`config.mk`:
```
export PLATFORM = sky130hd
export DESIGN_NAME = rgb_to_rgbw_led_stream_unit
export DESIGN_NICKNAME = d
export VERILOG_FILES = /design/src/design/rgbw_pkg.sv /design/src/design/rgbw_front.sv /design/src/design/rgbw_job_queue.sv /design/src/design/rgbw_back.sv /design/src/design/rgb_to_rgbw_led_stream_unit.sv
export SDC_FILE = /design/constraint.sdc
export NUM_CORES = 2
export LEC_CHECK = 0
export BUFFER_PORTS_ARGS = -buffer_cell sky130_fd_sc_hd__buf_4
export CAP_MARGIN = 20
export CORE_ASPECT_RATIO = 0.8
export CORE_MARGIN = 2
export CORE_UTILIZATION = 40
export DETAILED_ROUTE_END_ITERATION = 10
export GPL_TIMING_DRIVEN = 0
export SETUP_SLACK_MARGIN = 0.4
export SYNTH_ARGS = -nofsm -noshare
export SYNTH_HDL_FRONTEND = slang
export SYNTH_SLANG_ARGS = --single-unit
```
`constraint.sdc`:
```
create_clock -name clk -period 21.5 [get_ports clk]
set_input_delay 2.15 -clock clk [delete_from_list [all_inputs] [get_ports clk]]
set_output_delay 2.15 -clock clk [all_outputs]
set_load 0.05 [all_outputs]
```
`src/design/rgbw_pkg.sv`:
```
`default_nettype none

package rgbw_pkg;

    // panel geometry
    localparam int unsigned SECTIONS = 36;
    localparam int unsigned ROWS     = 22;
    localparam int unsigned COLUMNS  = 32;

    // field widths
    localparam int VAL_W  = 16;
    localparam int ADDR_W = 15;
    localparam int SECT_W = 6;
    localparam int ROW_W  = 5;
    localparam int COL_W  = 5;
    localparam int GAIN_W = 8;
    localparam int WSUM_W = 23;

    // flat buffer strides, address wraps at 2^15
    localparam logic [ADDR_W-1:0] SECT_STRIDE = ADDR_W'(COLUMNS);
    localparam logic [ADDR_W-1:0] ROW_STRIDE  = ADDR_W'(SECTIONS * COLUMNS);
    localparam logic [ROW_W:0]    MID_ROW     = (ROW_W + 1)'(ROWS / 2);

    // luma weights in percent
    localparam logic [6:0] W_RED   = 7'd30;
    localparam logic [6:0] W_GREEN = 7'd55;
    localparam logic [6:0] W_BLUE  = 7'd15;

    // divide by 100 as multiply by ceil(2^30/100), exact for sums below 2^23
    localparam int          LUMA_DIV   = 100;
    localparam int          LUMA_SHIFT = 30;
    localparam int          RECIP_W    = 24;
    localparam logic [RECIP_W-1:0] LUMA_RECIP =
        RECIP_W'(((64'd1 << LUMA_SHIFT) + 64'(LUMA_DIV) - 64'd1) / 64'(LUMA_DIV));

    // gain scaling
    localparam int WHITE_SHIFT = 3;
    localparam int OUT_SHIFT   = 4;

    typedef enum logic [2:0] {
        CH_RED     = 3'd0,
        CH_GREEN   = 3'd1,
        CH_BLUE    = 3'd2,
        CH_WHITE   = 3'd3,
        CH_OUTSIDE = 3'd4
    } chan_t;

    typedef enum logic [1:0] {
        REG_WHITE_ENABLE   = 2'd0,
        REG_OUTSIDE_ENABLE = 2'd1,
        REG_WHITE_GAIN     = 2'd2,
        REG_OUTSIDE_GAIN   = 2'd3
    } reg_index_t;

    typedef struct packed {
        logic              white_enable;
        logic              outside_enable;
        logic [GAIN_W-1:0] white_gain;
        logic [GAIN_W-1:0] outside_gain;
    } cfg_t;

    // one unit of work from front to back
    typedef struct packed {
        logic              is_white;
        logic [VAL_W-1:0]  red;
        logic [VAL_W-1:0]  green;
        logic [VAL_W-1:0]  blue;
        logic [VAL_W-1:0]  min_rgb;
        logic [WSUM_W-1:0] wsum;
        logic [ADDR_W-1:0] addr_red;
        logic [ADDR_W-1:0] addr_green;
        logic [ADDR_W-1:0] addr_blue;
        logic [ADDR_W-1:0] addr_last;
    } job_t;

endpackage

`default_nettype wire

```
`src/design/rgbw_front.sv`:
```
`default_nettype none

module rgbw_front
    import rgbw_pkg::*;
(
    input  logic              clk,
    input  logic              rst_n,
    input  logic              in_accept,
    input  logic [VAL_W-1:0]  sample_value,
    input  logic [SECT_W-1:0] section_index,
    input  logic [ROW_W-1:0]  row_index,
    input  logic [COL_W-1:0]  column_index,
    output logic              job_push,
    output job_t              job
);

    typedef enum logic [4:0] {
        PH_RED     = 5'b00001,
        PH_GREEN   = 5'b00010,
        PH_BLUE    = 5'b00100,
        PH_WHITE   = 5'b01000,
        PH_OUTSIDE = 5'b10000
    } phase_t;

    phase_t            phase_reg;
    phase_t            phase_next;
    phase_t            phase_now;
    logic              restart;
    logic [ADDR_W-1:0] addr;
    logic [VAL_W-1:0]  red_reg;
    logic [VAL_W-1:0]  green_reg;
    logic [VAL_W-1:0]  blue_reg;
    logic [VAL_W-1:0]  min_reg;
    logic [WSUM_W-1:0] wsum_reg;
    logic [ADDR_W-1:0] hist0_reg;
    logic [ADDR_W-1:0] hist1_reg;
    logic [ADDR_W-1:0] hist2_reg;
    logic [VAL_W-1:0]  min_rg;
    logic [VAL_W-1:0]  min_rgb;
    logic [WSUM_W-1:0] wsum;

    // flat buffer address of this sample
    assign addr = ADDR_W'(section_index) * SECT_STRIDE
                + ADDR_W'(row_index) * ROW_STRIDE
                + ADDR_W'(column_index);

    // phase restarts at section start and at column 0 of the middle row
    assign restart   = (column_index == '0)
                     && ((row_index == '0) || ({1'b0, row_index} == MID_ROW));
    assign phase_now = restart ? PH_RED : phase_reg;

    always_comb
    begin
        unique case (phase_now)
            PH_RED:     phase_next = PH_GREEN;
            PH_GREEN:   phase_next = PH_BLUE;
            PH_BLUE:    phase_next = PH_WHITE;
            PH_WHITE:   phase_next = PH_OUTSIDE;
            PH_OUTSIDE: phase_next = PH_RED;
            default:    phase_next = PH_RED;
        endcase
    end

    // minimum and weighted sum formed as blue arrives
    assign min_rg  = (red_reg <= green_reg) ? red_reg : green_reg;
    assign min_rgb = (sample_value <= min_rg) ? sample_value : min_rg;
    assign wsum    = WSUM_W'(red_reg) * WSUM_W'(W_RED)
                   + WSUM_W'(green_reg) * WSUM_W'(W_GREEN)
                   + WSUM_W'(sample_value) * WSUM_W'(W_BLUE);

    // job to the back end at the white and outside phases
    assign job_push       = in_accept && ((phase_now == PH_WHITE) || (phase_now == PH_OUTSIDE));
    assign job.is_white   = (phase_now == PH_WHITE);
    assign job.red        = red_reg;
    assign job.green      = green_reg;
    assign job.blue       = blue_reg;
    assign job.min_rgb    = min_reg;
    assign job.wsum       = wsum_reg;
    assign job.addr_red   = hist0_reg;
    assign job.addr_green = hist1_reg;
    assign job.addr_blue  = hist2_reg;
    assign job.addr_last  = addr;

    // phase counter
    always_ff @(posedge clk or negedge rst_n)
    begin
        if (!rst_n)
        begin
            phase_reg <= PH_RED;
        end
        else if (in_accept)
        begin
            phase_reg <= phase_next;
        end
    end

    // held colors and address history; a restart forces the red phase, so
    // values held from before a restart are always rewritten before use
    always_ff @(posedge clk)
    begin
        if (in_accept)
        begin
            hist0_reg <= hist1_reg;
            hist1_reg <= hist2_reg;
            hist2_reg <= addr;
            if (phase_now == PH_RED)
            begin
                red_reg <= sample_value;
            end
            if (phase_now == PH_GREEN)
            begin
                green_reg <= sample_value;
            end
            if (phase_now == PH_BLUE)
            begin
                blue_reg <= sample_value;
                min_reg  <= min_rgb;
                wsum_reg <= wsum;
            end
        end
    end

endmodule

`default_nettype wire

```
`src/design/rgbw_job_queue.sv`:
```
`default_nettype none

module rgbw_job_queue
    import rgbw_pkg::*;
#(
    parameter int DEPTH = 4
)
(
    input  logic clk,
    input  logic rst_n,
    input  logic wr_en,
    input  job_t wr_data,
    output logic full,
    input  logic rd_en,
    output job_t rd_data,
    output logic empty
);

    localparam int PTR_W = $clog2(DEPTH);
    localparam int CNT_W = $clog2(DEPTH + 1);

    job_t             entry_reg [DEPTH];
    logic [PTR_W-1:0] wr_ptr_reg;
    logic [PTR_W-1:0] rd_ptr_reg;
    logic [CNT_W-1:0] count_reg;

    assign full    = (count_reg == CNT_W'(DEPTH));
    assign empty   = (count_reg == '0);
    assign rd_data = entry_reg[rd_ptr_reg];

    // pointers and fill count
    always_ff @(posedge clk or negedge rst_n)
    begin
        if (!rst_n)
        begin
            wr_ptr_reg <= '0;
            rd_ptr_reg <= '0;
            count_reg  <= '0;
        end
        else
        begin
            if (wr_en)
            begin
                wr_ptr_reg <= (wr_ptr_reg == PTR_W'(DEPTH - 1)) ? '0 : wr_ptr_reg + 1'b1;
            end
            if (rd_en)
            begin
                rd_ptr_reg <= (rd_ptr_reg == PTR_W'(DEPTH - 1)) ? '0 : rd_ptr_reg + 1'b1;
            end
            if (wr_en && !rd_en)
            begin
                count_reg <= count_reg + 1'b1;
            end
            else if (rd_en && !wr_en)
            begin
                count_reg <= count_reg - 1'b1;
            end
        end
    end

    // storage
    always_ff @(posedge clk)
    begin
        if (wr_en)
        begin
            entry_reg[wr_ptr_reg] <= wr_data;
        end
    end

    a_no_overflow: assert property (@(posedge clk) disable iff (!rst_n)
        wr_en |-> !full)
        else $error("job queue written while full");

    a_no_underflow: assert property (@(posedge clk) disable iff (!rst_n)
        rd_en |-> !empty)
        else $error("job queue read while empty");

    a_write_lands: assert property (@(posedge clk) disable iff (!rst_n)
        (wr_en && !rd_en) |=> !empty)
        else $error("job queue empty after a lone write");

endmodule

`default_nettype wire

```
`src/design/rgbw_back.sv`:
```
`default_nettype none

module rgbw_back
    import rgbw_pkg::*;
(
    input  logic              clk,
    input  logic              rst_n,
    input  cfg_t              cfg,
    input  logic              job_valid,
    input  job_t              job,
    output logic              job_pop,
    input  logic              pop,
    output logic              empty,
    output logic [VAL_W-1:0]  out_value,
    output logic [ADDR_W-1:0] out_address,
    output logic [2:0]        channel,
    output logic              last
);

    localparam int WPROD_W = VAL_W + GAIN_W;
    localparam int LPROD_W = WSUM_W + RECIP_W;
    localparam int WSHF_W  = WPROD_W - WHITE_SHIFT;

    // stage a: operands
    logic               a_valid_reg;
    job_t               a_job_reg;
    logic               a_ready;
    logic [WPROD_W-1:0] white_prod;
    logic [LPROD_W-1:0] luma_prod;

    // stage b: products
    logic               b_valid_reg;
    job_t               b_job_reg;
    logic [WPROD_W-1:0] b_wprod_reg;
    logic [VAL_W-1:0]   b_luma_reg;
    logic               b_ready;
    logic [WSHF_W-1:0]  white_shf;
    logic [VAL_W-1:0]   white_val;
    logic [WPROD_W-1:0] out_prod;
    logic [VAL_W-1:0]   outside_val;
    logic [VAL_W-1:0]   held_luma_reg;

    // stage c: result sequencer
    logic               c_valid_reg;
    logic [1:0]         c_rem_reg;
    logic [VAL_W-1:0]   c_val_reg  [4];
    logic [ADDR_W-1:0]  c_addr_reg [4];
    chan_t              c_chan_reg [4];
    logic               c_last;
    logic               c_ready;
    logic               c_load;
    logic               c_shift;

    assign a_ready = !a_valid_reg || b_ready;
    assign job_pop = job_valid && a_ready;
    assign b_ready = !b_valid_reg || c_ready;
    assign c_last  = (c_rem_reg == '0);
    assign c_ready = !c_valid_reg || (pop && c_last);
    assign c_load  = b_valid_reg && c_ready;
    assign c_shift = pop && c_valid_reg && !c_last;

    // white product and luma by reciprocal multiply
    assign white_prod = WPROD_W'(a_job_reg.min_rgb) * WPROD_W'(cfg.white_gain);
    assign luma_prod  = LPROD_W'(a_job_reg.wsum) * LPROD_W'(LUMA_RECIP);

    // white saturation and outside scaling
    assign white_shf = b_wprod_reg[WPROD_W-1:WHITE_SHIFT];
    always_comb
    begin
        if (!cfg.white_enable)
        begin
            white_val = '0;
        end
        else if (white_shf > WSHF_W'({VAL_W{1'b1}}))
        begin
            white_val = {VAL_W{1'b1}};
        end
        else
        begin
            white_val = white_shf[VAL_W-1:0];
        end
    end

    assign out_prod    = WPROD_W'(held_luma_reg) * WPROD_W'(cfg.outside_gain);
    assign outside_val = cfg.outside_enable ? out_prod[OUT_SHIFT +: VAL_W] : '0;

    // pipeline control
    always_ff @(posedge clk or negedge rst_n)
    begin
        if (!rst_n)
        begin
            a_valid_reg   <= 1'b0;
            b_valid_reg   <= 1'b0;
            c_valid_reg   <= 1'b0;
            c_rem_reg     <= '0;
            held_luma_reg <= '0;
        end
        else
        begin
            if (a_ready)
            begin
                a_valid_reg <= job_valid;
            end
            if (b_ready)
            begin
                b_valid_reg <= a_valid_reg;
            end
            if (c_ready)
            begin
                c_valid_reg <= b_valid_reg;
            end
            if (c_load)
            begin
                c_rem_reg <= b_job_reg.is_white ? 2'd3 : 2'd0;
            end
            else if (c_shift)
            begin
                c_rem_reg <= c_rem_reg - 1'b1;
            end
            // luma of the latest white group feeds the outside pixel after it
            if (c_load && b_job_reg.is_white)
            begin
                held_luma_reg <= b_luma_reg;
            end
        end
    end

    // stage payloads
    always_ff @(posedge clk)
    begin
        if (job_pop)
        begin
            a_job_reg <= job;
        end
        if (a_valid_reg && b_ready)
        begin
            b_job_reg   <= a_job_reg;
            b_wprod_reg <= white_prod;
            b_luma_reg  <= luma_prod[LUMA_SHIFT +: VAL_W];
        end
        if (c_load)
        begin
            if (b_job_reg.is_white)
            begin
                c_val_reg[0]  <= b_job_reg.red - white_val;
                c_val_reg[1]  <= b_job_reg.green - white_val;
                c_val_reg[2]  <= b_job_reg.blue - white_val;
                c_val_reg[3]  <= white_val;
                c_addr_reg[0] <= b_job_reg.addr_red;
                c_addr_reg[1] <= b_job_reg.addr_green;
                c_addr_reg[2] <= b_job_reg.addr_blue;
                c_addr_reg[3] <= b_job_reg.addr_last;
                c_chan_reg[0] <= CH_RED;
                c_chan_reg[1] <= CH_GREEN;
                c_chan_reg[2] <= CH_BLUE;
                c_chan_reg[3] <= CH_WHITE;
            end
            else
            begin
                c_val_reg[0]  <= outside_val;
                c_addr_reg[0] <= b_job_reg.addr_last;
                c_chan_reg[0] <= CH_OUTSIDE;
            end
        end
        else if (c_shift)
        begin
            for (int i = 0; i < 3; i++)
            begin
                c_val_reg[i]  <= c_val_reg[i+1];
                c_addr_reg[i] <= c_addr_reg[i+1];
                c_chan_reg[i] <= c_chan_reg[i+1];
            end
        end
    end

    // result ports
    assign empty       = !c_valid_reg;
    assign out_value   = c_val_reg[0];
    assign out_address = c_addr_reg[0];
    assign channel     = c_chan_reg[0];
    assign last        = c_last;

    a_group_continues: assert property (@(posedge clk) disable iff (!rst_n)
        (pop && !empty && !last) |=> !empty)
        else $error("result group ended before its last transfer");

    a_last_channel: assert property (@(posedge clk) disable iff (!rst_n)
        (!empty && last) |-> (channel == CH_WHITE || channel == CH_OUTSIDE))
        else $error("last result not white or outside");

    a_stage_b_holds: assert property (@(posedge clk) disable iff (!rst_n)
        (b_valid_reg && !c_ready) |=> b_valid_reg)
        else $error("stalled product stage dropped its job");

endmodule

`default_nettype wire

```
`src/design/rgb_to_rgbw_led_stream_unit.sv`:
```
`default_nettype none

// RGB to RGBW LED stream converter. Samples enter in scan order, one per
// cycle, and are labelled red, green, blue, white and outside in turns of
// five; the count restarts at each section start and at column 0 of the
// middle row. Red, green and blue samples give no result, the white sample
// gives four results (red, green and blue less the extracted white, then
// white) and the outside sample gives one scaled-luma result, each with its
// flat buffer address. An input is taken on any cycle the job queue has
// room; the first result of a white or outside sample passes the job queue
// and the operand, product and sequencer stages, then results follow one
// per cycle while pop is held, so a five-sample group gives five results
// and the stream sustains one sample per cycle, set by the output sequencer
// that emits one result a cycle. Addresses wrap at 2^15. Registers are to
// be written only while no results are outstanding, which is not enforced.
module rgb_to_rgbw_led_stream_unit
    import rgbw_pkg::*;
#(
    parameter int JOB_DEPTH = 4
)
(
    input  logic              clk,
    input  logic              rst_n,
    // sample input
    input  logic              push,
    output logic              full,
    input  logic [VAL_W-1:0]  sample_value,
    input  logic [SECT_W-1:0] section_index,
    input  logic [ROW_W-1:0]  row_index,
    input  logic [COL_W-1:0]  column_index,
    // results
    output logic              empty,
    input  logic              pop,
    output logic [VAL_W-1:0]  out_value,
    output logic [ADDR_W-1:0] out_address,
    output logic [2:0]        channel,
    output logic              last,
    // register writes
    input  logic              cfg_valid,
    output logic              cfg_ready,
    input  logic [1:0]        cfg_index,
    input  logic [GAIN_W-1:0] cfg_data
);

    cfg_t cfg_reg;
    logic in_accept;
    logic job_push;
    job_t job_in;
    logic job_pop;
    job_t job_out;
    logic job_empty;

    assign cfg_ready = 1'b1;
    assign in_accept = push && !full;

    // configuration registers
    always_ff @(posedge clk or negedge rst_n)
    begin
        if (!rst_n)
        begin
            cfg_reg.white_enable   <= 1'b1;
            cfg_reg.outside_enable <= 1'b1;
            cfg_reg.white_gain     <= 8'd8;
            cfg_reg.outside_gain   <= 8'd3;
        end
        else if (cfg_valid && cfg_ready)
        begin
            unique case (reg_index_t'(cfg_index))
                REG_WHITE_ENABLE:   cfg_reg.white_enable   <= cfg_data[0];
                REG_OUTSIDE_ENABLE: cfg_reg.outside_enable <= cfg_data[0];
                REG_WHITE_GAIN:     cfg_reg.white_gain     <= cfg_data;
                REG_OUTSIDE_GAIN:   cfg_reg.outside_gain   <= cfg_data;
            endcase
        end
    end

    // phase tracking and job formation
    rgbw_front u_front (
        .clk           (clk),
        .rst_n         (rst_n),
        .in_accept     (in_accept),
        .sample_value  (sample_value),
        .section_index (section_index),
        .row_index     (row_index),
        .column_index  (column_index),
        .job_push      (job_push),
        .job           (job_in)
    );

    // decoupling queue
    rgbw_job_queue #(
        .DEPTH (JOB_DEPTH)
    ) u_queue (
        .clk     (clk),
        .rst_n   (rst_n),
        .wr_en   (job_push),
        .wr_data (job_in),
        .full    (full),
        .rd_en   (job_pop),
        .rd_data (job_out),
        .empty   (job_empty)
    );

    // arithmetic and result sequencing
    rgbw_back u_back (
        .clk         (clk),
        .rst_n       (rst_n),
        .cfg         (cfg_reg),
        .job_valid   (!job_empty),
        .job         (job_out),
        .job_pop     (job_pop),
        .pop         (pop),
        .empty       (empty),
        .out_value   (out_value),
        .out_address (out_address),
        .channel     (channel),
        .last        (last)
    );

endmodule

`default_nettype wire

```
Yosys cells after proc, flatten, opt, wreduce, memory -nomap -nowiden
Memories as Yosys holds them, arrays and structs flattened. A register that Yosys moved wholly into a read port is not among the register bits.
Index checks and enable logic that the tools add are counted.
- register bits after elaboration: 332
- latch bits: 0
- memory bits (writable): 728
- bits in read-only memories: 0
- input bits: 47
- output and inout port bits: 38
- word-level logic and storage cells: 157
- memories kept: 4
- memory list (name ; words ; bits a word ; read ports ; clocked after Yosys merged registers in ; write ports ; line ; text):
    u_queue.entry_reg ; 4 ; 148 ; 1 ; 1 ; 1 ; rgbw_job_queue.sv:22 ; job_t entry_reg [DEPTH];
    u_back.c_val_reg ; 4 ; 16 ; 4 ; 0 ; 4 ; rgbw_back.sv:46 ; logic [VAL_W-1:0] c_val_reg [4];
    u_back.c_addr_reg ; 4 ; 15 ; 4 ; 0 ; 4 ; rgbw_back.sv:47 ; logic [ADDR_W-1:0] c_addr_reg [4];
    u_back.c_chan_reg ; 4 ; 3 ; 4 ; 0 ; 4 ; rgbw_back.sv:48 ; chan_t c_chan_reg [4];
- add/subtract/negate cells: 12
- $mul: 7
- div/mod/pow operators: 0
- $lt $le $gt $ge: 3
- eq/ne operators: 12
- shift-type cells: 0
- muxes and demuxes: 37
- bitwise operators: 12
- reductions and logical operators: 39
- operators with widths (cell ; number):
    $mux 16 ; 9
    $mux 15 ; 4
    $sub 16x16->16 ; 3
    $mul 23x24->46 const B ; 1
    $mul 16x4->20 const B ; 2
    $le 16x16->1 ; 2
    $mul 16x8->24 ; 1
    $add 21x22->23 ; 1
    $add 23x20->23 ; 1
    $mul 16x6->22 const B ; 1
    $gt 21x16->1 const B ; 1
    $mul 16x8->20 ; 1
    $pmux 5 s4 ; 1
    $mux 3 ; 6
    $add 11x15->15 ; 1
    $add 15x5->15 ; 1
    $reduce_and 2->1 ; 7
    $logic_and 1x1->1 ; 12
    $or 1x1->1 ; 12
    $mux 1 ; 11
    $eq 5x4->1 const B ; 2
    $logic_not 5->1 ; 2
    $mux 2 ; 5
    $eq 2x2->1 const B ; 4
    other kinds (17) ; 31

Longest topological paths before layout
- depth after elaboration: 11
- mapped depth: 26
- depth with buffers taken out: 26

Hierarchy
A second synthesis with hierarchy kept.
- cell total of the unflattened synthesis: 4599
- area total of the unflattened synthesis: 67084.3 um^2
- modules (own cells, without submodules) (module ; times used ; cells each ; area each (um^2)):
    rgbw_back ; 1 ; 2779 ; 32792.7
    rgbw_job_queue ; 1 ; 811 ; 21774.6
    rgbw_front ; 1 ; 965 ; 11783.8
    rgb_to_rgbw_led_stream_unit ; 1 ; 44 ; 733.2

Least setup slack after synthesis
No wires, ideal clock.
- kind: in2reg
- from: in pop
- to: reg u_queue.count_reg[1]
- library setup time: 0.125 ns
- data arrival time: 11.318 ns
- required time: 21.375 ns
- setup slack: 10.057 ns
- stages on the path: 7
- cell sequence: a21oi_1 > a31oi_1 > inv_1 > ha_1 > inv_1 > fa_1 > mux2_2
- word-level cells in the longest chain between the ends: 8
- RTL lines (item ; line ; text):
    start: declaration ; rgb_to_rgbw_led_stream_unit.sv:33 ; input logic pop,
    $logic_and 1x1->1 (*) ; rgbw_back.sv:58 ; assign c_ready = !c_valid_reg || (pop && c_last);
    $logic_or 1x1->1 (*) ; rgbw_back.sv:58 ;
    $logic_or 1x1->1 (*) ; rgbw_back.sv:56 ; assign b_ready = !b_valid_reg || c_ready;
    $logic_or 1x1->1 (*) ; rgbw_back.sv:54 ; assign a_ready = !a_valid_reg || b_ready;
    $logic_and 1x1->1 (*) ; rgbw_back.sv:55 ; assign job_pop = job_valid && a_ready;
    via job_pop ; rgb_to_rgbw_led_stream_unit.sv:49 ; logic job_pop;
    $logic_not 1->1 ; rgbw_job_queue.sv:50 ; if (wr_en && !rd_en)
    $logic_and 1x1->1 ; rgbw_job_queue.sv:50 ;
    $mux 3 or $reduce_bool 2->1 (tied branches) ; - ;
    end signal: assignment ; rgbw_job_queue.sv:52 ; count_reg <= count_reg + 1'b1;
    end signal: assignment ; rgbw_job_queue.sv:56 ; count_reg <= count_reg - 1'b1;
    end: declaration ; rgbw_job_queue.sv:25 ; logic [CNT_W-1:0] count_reg;
Mark *: on every way through the listed nets, which the timed path passes. The rest lies on a longest branch.
A chain may end at the register's enable or synchronous reset.

Worst setup path after layout
- from: reg, netlist name u_back.a_job_reg[71]
- to: reg u_back.b_luma_reg[15], data pin
- word-level cells in the longest chain between the ends: 1
- RTL lines (item ; line ; text):
    $mul 23x24->46 ; rgbw_back.sv:64 ; assign luma_prod = LPROD_W'(a_job_reg.wsum) * LPROD_W'(LUMA_RECIP);
    via u_back.luma_prod[45] ; rgbw_back.sv:29 ; logic [LPROD_W-1:0] luma_prod;
    end signal: assignment ; rgbw_back.sv:139 ; b_luma_reg <= luma_prod[LUMA_SHIFT +: VAL_W];
    end: declaration ; rgbw_back.sv:35 ; logic [VAL_W-1:0] b_luma_reg;
The timed path passes the listed nets, and every way through them passes these cells.

==> reports/summary.txt <==
Post-layout util = 0.450
Nature of the critical path endpoint = register
DP Cell Count = 6926
Synthesized cell area = 66800 um^2
Unrepaired setup endpoints after global routing = no
Width of the die = 461 um
Site row count = 134
Sequential area share after synthesis = 0.535
H-tree levels = 3
Synthesized area per cell = 14.6 um^2
Period utilization = 0.339
HP Class = register to register
CP required = 22.05 ns
Largest family of logic cells by synthesized area = adder cells
Post-synth top cells = edfxtp_1, inv_1, fa_1, ha_1, nand2_1
GRT Total Usage = 0.186
Worst slew pin tran = 0.987 ns
Total gr overflow = 0
Max Cap Violations = 0
# Post-CTS Setup Buffers = 0
Min-delay src = u_back.a_job_reg[10]$_DFFE_PP_
Yosys warnings = 0
Syn nets = 5611
Initial antenna violation count = 4
Vias in the first global route = 37200
Post-cts resize count = 0
Fin nets = 5842
Yosys top cell area share = 0.516
Tmin final = 7.29 ns
Die Height = 369 um
Status = finished clean
Hold endpoint = u_back.b_job_reg[10]$_DFFE_PP_
Synth area leaders = edfxtp_1, fa_1, ha_1
I/O Pins = 85
Largest stage delay, worst path = 0.71 ns
TritonCTS Buffers = 113
Most used cell, CP = fa_1
Core area = 166000 um^2
DR pass1 iterations = 5
Input/output buffers = 83
Synthesized instance count = 4569
Layout cells sized above 1 = 0.112
Mux contribution to synthesized area = 0.0592
Hold depth = 0
Synth Area in Simple Gates = 0.0547
# DRC = 0
XOR/XNOR Fraction of Synth Area = 0.0169
Async S/R FF share, synth = 0.0425
Fin cells = 7142
CTS tree = yes
Largest net degree at the start of global routing = 68
Max reg flops = 592
DRT iter0 DRCs = 3083
Setup crit start kind = register
Full die area = 170000 um^2
RR Endpoint = u_back.b_luma_reg[15]$_DFFE_PP_
Slew Limit Fails = 0
Largest fanout on the critical path = 6
GPL Wtd Cong = 0.886
First-pass GRT wire length = 236000 um
Worst slew margin = 0.335
Worst path bufs/invs = 6
Synth Flop Type = edfxtp_1
Reg2reg start = u_back.a_job_reg[71]$_DFFE_PP_
Critical path type = register to register
Worst-case reg-to-reg path depth = 23
Post-Synth Adder-Cell Area = 0.244
Skew-Pair Late Insertion Delay = 0.78 ns
Largest area contributor in the netlist = edfxtp_1
Flops & latches, synth = 1199
Area Growth Syn to Fin = 12.1%
Critical path arrival = 7.84 ns
Setup TNS = 0 ns
Crit-path slowest cell = fa_1
Max Clk Rate = 0.137 GHz
Clock transition at path regs = 0.07 ns
Total number of vias = 36200
Total wire length = 155000 um
CP delay by family, top = adder cells
DRT antenna net count = 0
Initial Util = 0.402
Clock sinks = 1199
Hpwl dp = 116000 um
Internal reg-to-reg setup slack = 14.21 ns
CTS Buffer Depth = 3
Final setup viols = 0
Post-CTS Hold Buffers = 0
DR WL/cell = 21.6 um
CP cell instances = fa_1 > inv_1 > fa_1 > inv_1 > fa_1 > inv_1 > fa_1 > inv_1 > fa_1 > inv_1 > fa_1 > inv_1 > fa_1 > ha_1 > nand4_1 > nor2_1 > o211ai_1 > o31ai_1 > a21oi_1 > o21ai_2 > a21oi_1 > o211a_1 > a311oi_1
Area fraction in compound gates after synthesis = 0.0406
DR vias/cell = 5.06
Number of flops mapped to enable cells by yosys = 1148
Distinct cell type count after synthesis = 79
Count of final hold-check violations = 0
Top-count cell post-synth = edfxtp_1
Clk Tree Root Cell = clkbuf_16
Final setup skew = 0.0941 ns
[worst max path at each step]
| stage | start | cells after the start | end |
|---|---|---|---|
| floorplan | pop | 7 | u_queue.count_reg[1]$_DFFE_PN0P_ |
| global placement | pop | 4 | u_queue.rd_ptr_reg[0]$_DFFE_PN0P_ |
| detailed placement | sample_value[3] | 18 | u_front.wsum_reg[21]$_DFFE_PP_ |
| CTS | u_back.a_job_reg[71]$_DFFE_PP_ | 23 | u_back.b_luma_reg[15]$_DFFE_PP_ |
| global route | u_back.a_job_reg[71]$_DFFE_PP_ | 23 | u_back.b_luma_reg[15]$_DFFE_PP_ |
| finish | u_back.a_job_reg[71]$_DFFE_PP_ | 23 | u_back.b_luma_reg[15]$_DFFE_PP_ |
[kinds of logic (layout without fill, tap and decap cells)]
family / Yosys count / in the layout
flops: 1199 / 1199
fa+ha+maj: 995 / 995
buf+inv: 853 / 1177
simple gates: 766 / 766
compound gates: 421 / 421
mux: 205 / 205
xor+xnor: 129 / 129
other cells: 1 / 6
[layout make-up]
class / count / area [um^2]
fill: 14700 / 91400
sequential: 1199 / 35800
multi-input combinational: 2517 / 27800
clock buffer: 143 / 3020
tap: 2244 / 2810
inverter: 746 / 2800
timing repair buffer: 116 / 1370
clock inverter: 65 / 850
buffer: 107 / 468
antenna: 5 / 12.5
[metal layers]
| metal | routed length, um | GRT usage | up-vias |
|---|---|---|---|
| li1 | - | - | 16400 |
| met1 | 75900 | 0.293 | 18700 |
| met2 | 65400 | 0.266 | 949 |
| met3 | 11000 | 0.0365 | 145 |
| met4 | 2310 | 0.0339 | 4 |
| met5 | 54 | 0 | - |
[cell usage in the layout (no fill, tap or decap), drive strengths merged, types with 16 or more instances in the layout]
master / instances
edfxtp: 1148
inv: 749
fa: 515
ha: 480
nand2: 328
clkbuf: 202
buf: 164
mux4: 148
a21oi: 139
and2: 133
nor2: 119
o21ai: 84
xnor2: 82
xor2: 47
dfrtp: 45
mux2: 40
clkinv: 38
nor3: 37
a21o: 36
nand3: 30
o21a: 24
nor2b: 23
a22oi: 21
a211oi: 19
nand2b: 19
mux2i: 17
or3: 16
[per-stage QoR]
stage	setup slack (ns)	hold slack (ns)	cell area, um^2
6_report	14.21	0.374	74900
5_1_grt	13.79	0.387	74900
4_1_cts	14.15	0.371	74800
3_5_place_dp	14.00	0.405	71000
3_3_place_gp	3.78	0.401	70200
2_1_floorplan	10.06	0.400	66800
Power is left out: the tool's default activity adds up to more than one toggle a clock period on the data nets, which glitch-free logic cannot reach.
